## src/rtl/core/rcra_pkg.sv

```systemverilog
package rcra_pkg;

    localparam int FRAC_BITS_DEF = 16;

    // operand, product and wide sum widths
    localparam int OP_W   = 33;
    localparam int PROD_W = 2 * OP_W;
    localparam int SUM_W  = PROD_W + 3;
    localparam int ACC_W  = 48;

    typedef enum logic [1:0] {
        KIND_ROT   = 2'd0,
        KIND_SHIFT = 2'd1,
        KIND_POINT = 2'd2,
        KIND_NONE  = 2'd3
    } in_kind_t;

    typedef enum logic [1:0] {
        RK_RESIDUAL = 2'd0,
        RK_STIFF    = 2'd1,
        RK_FORCE    = 2'd2,
        RK_MOMENT   = 2'd3
    } res_kind_t;

    // element of the cross-product matrix of v, row major
    function automatic logic signed [OP_W-1:0] skew_elem(
        input logic signed [31:0] v0,
        input logic signed [31:0] v1,
        input logic signed [31:0] v2,
        input logic [3:0]         idx
    );
        logic signed [OP_W-1:0] e0;
        logic signed [OP_W-1:0] e1;
        logic signed [OP_W-1:0] e2;
        logic signed [OP_W-1:0] r;
        e0 = OP_W'(v0);
        e1 = OP_W'(v1);
        e2 = OP_W'(v2);
        case (idx)
            4'd1:    r = -e2;
            4'd2:    r = e1;
            4'd3:    r = e2;
            4'd5:    r = -e0;
            4'd6:    r = -e1;
            4'd7:    r = e0;
            default: r = '0;
        endcase
        return r;
    endfunction

    function automatic logic signed [31:0] sat32(input logic signed [SUM_W:0] v);
        logic signed [31:0] r;
        if (v > SUM_W'(33'sd2147483647))
            r = 32'sh7fffffff;
        else if (v < -(SUM_W'(33'sd2147483648)))
            r = 32'sh80000000;
        else
            r = v[31:0];
        return r;
    endfunction

    function automatic logic signed [ACC_W-1:0] sat48(input logic signed [SUM_W:0] v);
        logic signed [ACC_W-1:0] r;
        if (v > ((SUM_W+1)'(1) <<< (ACC_W-1)) - 1)
            r = {1'b0, {(ACC_W-1){1'b1}}};
        else if (v < -((SUM_W+1)'(1) <<< (ACC_W-1)))
            r = {1'b1, {(ACC_W-1){1'b0}}};
        else
            r = v[ACC_W-1:0];
        return r;
    endfunction

endpackage

```

## src/rtl/core/rcra_mul.sv

```systemverilog
module rcra_mul
    import rcra_pkg::*;
#(
    parameter int FRAC_BITS = FRAC_BITS_DEF
)
(
    input  logic                     clk,
    input  logic signed [OP_W-1:0]   opa,
    input  logic signed [OP_W-1:0]   opb,
    output logic signed [PROD_W-1:0] prod
);

    logic signed [PROD_W-1:0] prod_reg;

    // exact product, floor rounded by the fraction width
    always_ff @(posedge clk)
    begin
        prod_reg <= (opa * opb) >>> FRAC_BITS;
    end

    assign prod = prod_reg;

endmodule

```

## config.mk

```make
export PLATFORM = sky130hd
export DESIGN_NAME = rcra_mul
export DESIGN_NICKNAME = d
export VERILOG_FILES = /design/src/rtl/core/rcra_pkg.sv /design/src/rtl/core/rcra_mul.sv
export SDC_FILE = /design/constraint.sdc
export NUM_CORES = 2
export LEC_CHECK = 0
export BUFFER_PORTS_ARGS = -buffer_cell sky130_fd_sc_hd__buf_2
export CORE_ASPECT_RATIO = 0.8
export CORE_MARGIN = 5
export CORE_UTILIZATION = 60
export DETAILED_ROUTE_END_ITERATION = 7
export GPL_ROUTABILITY_DRIVEN = 0
export PLACE_DENSITY_LB_ADDON = 0.25
export RECOVER_POWER = 50
export SYNTH_ARGS = -nofsm -noshare
export SYNTH_HDL_FRONTEND = slang
export SYNTH_SLANG_ARGS = --single-unit
```

## constraint.sdc

```tcl
create_clock -name clk -period 13.23 [get_ports clk]
set_clock_uncertainty 0.15 [all_clocks]
set_input_delay 2.646 -clock clk [delete_from_list [all_inputs] [get_ports clk]]
set_output_delay 2.646 -clock clk [all_outputs]
set_load 0.005 [all_outputs]
```

==> reports/summary.txt <==
clock root buffer: clkbuf_16
crit path launch: opa[32]
DRT Pass-1 Iters: 5
crit end category: register
min-delay worst type: register to primary output
Fmax: 89.2 MHz
number of synthesized flops with an enable pin: 0
Post-DP HPWL: 87400 µm
largest net degree at the start of global routing: 34
max reg flops: 50
Worst Path Arrival: 11.32 ns
register area: 0.00100 mm²
Netlist cell types: 69
max-slew violation total from the final report: 0
Die ar.: 0.0718 mm²
worst slew pin tran: 1.14 ns
Final setup viols: 0
initial core utilization: 60.7%
Top Ports: 133
die span in y: 241 µm
Worst Setup Path Type: input port to register
syn_area_per_cell: 9.33 µm²
register area share after synthesis: 2.51%
critical path peak fanout: 33
TritonCTS clock tree: done
CTS Buf Count: 5
RSZ-0062 raised after global routing: false
Resize count post-CTS: 0
Clk pin slew, worst setup/hold paths: 0.08 ns
Post-CTS Setup Bufs: 0
Multi-input gate area: 0.0338 mm²
Hold Fails Final Rpt: 0
first-pass GRT wire length: 178000 µm
Most used DFF post-synth: dfxtp_1
drt initial violations: 2335
Buffers on Ports: 132
Yosys warnings: 0
Via density: 5.60
DRT antenna net count: 0
Fillers: 5641
vias in the first global route: 31.4k
Post-Syn Instances: 4279
Area Overhead vs Synth: 2.91%
# clock sinks: 50
Rel. slew slack: 23.0%
Mapped Area: 0.0399 mm²
row cnt: 84
hold_buf cts: 0
Vias: 28.5k
outcome: complete, no violations
max-cap violations: 0
fin nets: 5641
worst hold start: prod[39]$_DFF_P_
per-cell routed wire length: 21.7 µm
Async SR Flop Fraction: 0%
DRC: 0
gr usage total: 32.5%
GRT Residual Overflow: 0
core area: 0.0658 mm²
Post-Syn Nets: 5702
setup TNS: 0 ns
final worst-path cycle share: 84.8%
min Tclk post-route: 11.21 ns
H-tree depth: 2
Synth Register Bits: 50
WL final: 110000 µm
layout cells sized above 1: 3.65%
clock buffer depth: 2
Worst Path Required: 13.34 ns
initial antenna violation count: 7
Die Wd: 298 µm
Worst Setup Start Kind: input port
[worst paths after layout]
check | cells past startpoint | slack (ns) | to
worst max-delay path | 22 | 2.02 | prod[46]$_DFF_P_
worst min-delay path | 1 | 3.23 | prod[39]
[critical path, cell delays in order]
cell and delay [ns]:
buf_2 0.57, nand2_1 0.19, inv_1 0.17, fa_1 0.49, fa_1 0.63, fa_1 0.69
fa_1 1.28, inv_1 0.17, fa_1 0.53, fa_1 0.57, fa_1 0.42, fa_1 0.49
inv_1 0.04, ha_1 0.37, a21oi_1 0.31, o221ai_1 0.25, a21o_1 0.22, a21o_1 0.16
a21oi_1 0.31, mux2_2 0.38, a41o_1 0.20, a221oi_1 0.19
[per-stage QoR]
step                instances  hold slack, ns  setup WS, ns  utilization [%]  instance area, µm²
finish                   5085            3.23          2.02             62.4               41100
global route             5082            3.26          1.71             62.4               41100
CTS                      5079            3.26          2.09             62.5               41100
detailed placement       5071            2.87          1.72             62.3               41000
global placement         5071            2.87          1.90             62.3               41000
floorplan                4279            2.78          3.02                -               39900
[layout by cell type (no fill, tap or decap), types with 31 or more instances in the layout]
cell type,n
clkbuf_1,35
dfxtp_1,50
nor2_1,71
fa_1,1144
ha_1,212
a21oi_1,63
buf_2,97
and2_1,554
nand2_1,543
xnor2_1,37
buf_4,31
inv_1,1130
[logic make-up (layout without fill, tap and decap cells)]
kind of cell	count (synthesis)	in the layout	synth area share, %
DFF	50	50	2.51
muxes	4	4	0.107
adders and majority gates	1356	1356	64.0
AOI/OAI and AO/OA	200	200	3.45
and+or+nand+nor	1251	1251	15.7
other	0	6	0
xor gates and xnor gates	57	57	1.25
buffers and inverters	1361	1301	13.0
[cell usage after synthesis (all sizes together) (3+ instances only)]
| cell type | number | area (µm²) |
|---|---|---|
| fa | 1144 | 22900 |
| inv | 1130 | 4240 |
| and2 | 554 | 3470 |
| nand2 | 543 | 2040 |
| ha | 212 | 2650 |
| clkbuf | 210 | 791 |
| nor2 | 72 | 273 |
| a21oi | 63 | 315 |
| dfxtp | 50 | 1000 |
| xnor2 | 37 | 324 |
| o21ai | 30 | 154 |
| a21o | 28 | 210 |
| buf | 21 | 144 |
| xor2 | 20 | 175 |
| nand4 | 17 | 106 |
| nand3 | 14 | 70.1 |
| a211oi | 11 | 103 |
| nor3 | 10 | 50.1 |
| o21bai | 10 | 75.1 |
| and3 | 7 | 43.8 |
| nand2b | 7 | 43.8 |
| a31oi | 6 | 43.8 |
| nor2b | 6 | 37.5 |
| or3 | 6 | 37.5 |
| a21boi | 5 | 37.5 |
| nor4 | 5 | 31.3 |
| o211ai | 5 | 37.5 |
| o211a | 4 | 40.0 |
| o21a | 4 | 30.0 |
| a2111oi | 3 | 51.3 |
| a211o | 3 | 26.3 |
| o22ai | 3 | 18.8 |
| o31a | 3 | 26.3 |
| o31ai | 3 | 27.5 |
[metal layers]
| layer | share of wire (%) | vias to the layer above | GRT usage (%) |
|---|---|---|---|
| met3 | 12 | 242 | 9.61 |
| met2 | 44 | 1526 | 50.9 |
| met4 | 3.9 | 0 | 10.6 |
| li1 | - | 12000 | - |
| met5 | 0 | - | 0 |
| met1 | 39 | 14700 | 44.4 |
[layout make-up]
cell class | instances | area share, %
sequential | 50 | 2.44
multi-input combinational | 2868 | 82.2
clock buffer | 5 | 0.305
clock inverter | 3 | 0.0579
inverter | 1130 | 10.3
antenna | 6 | 0.0365
timing repair buffer | 163 | 2.07
tap | 860 | 2.62
Power is left out: the tool's default activity adds up to more than one toggle a clock period on the data nets, which glitch-free logic cannot reach.
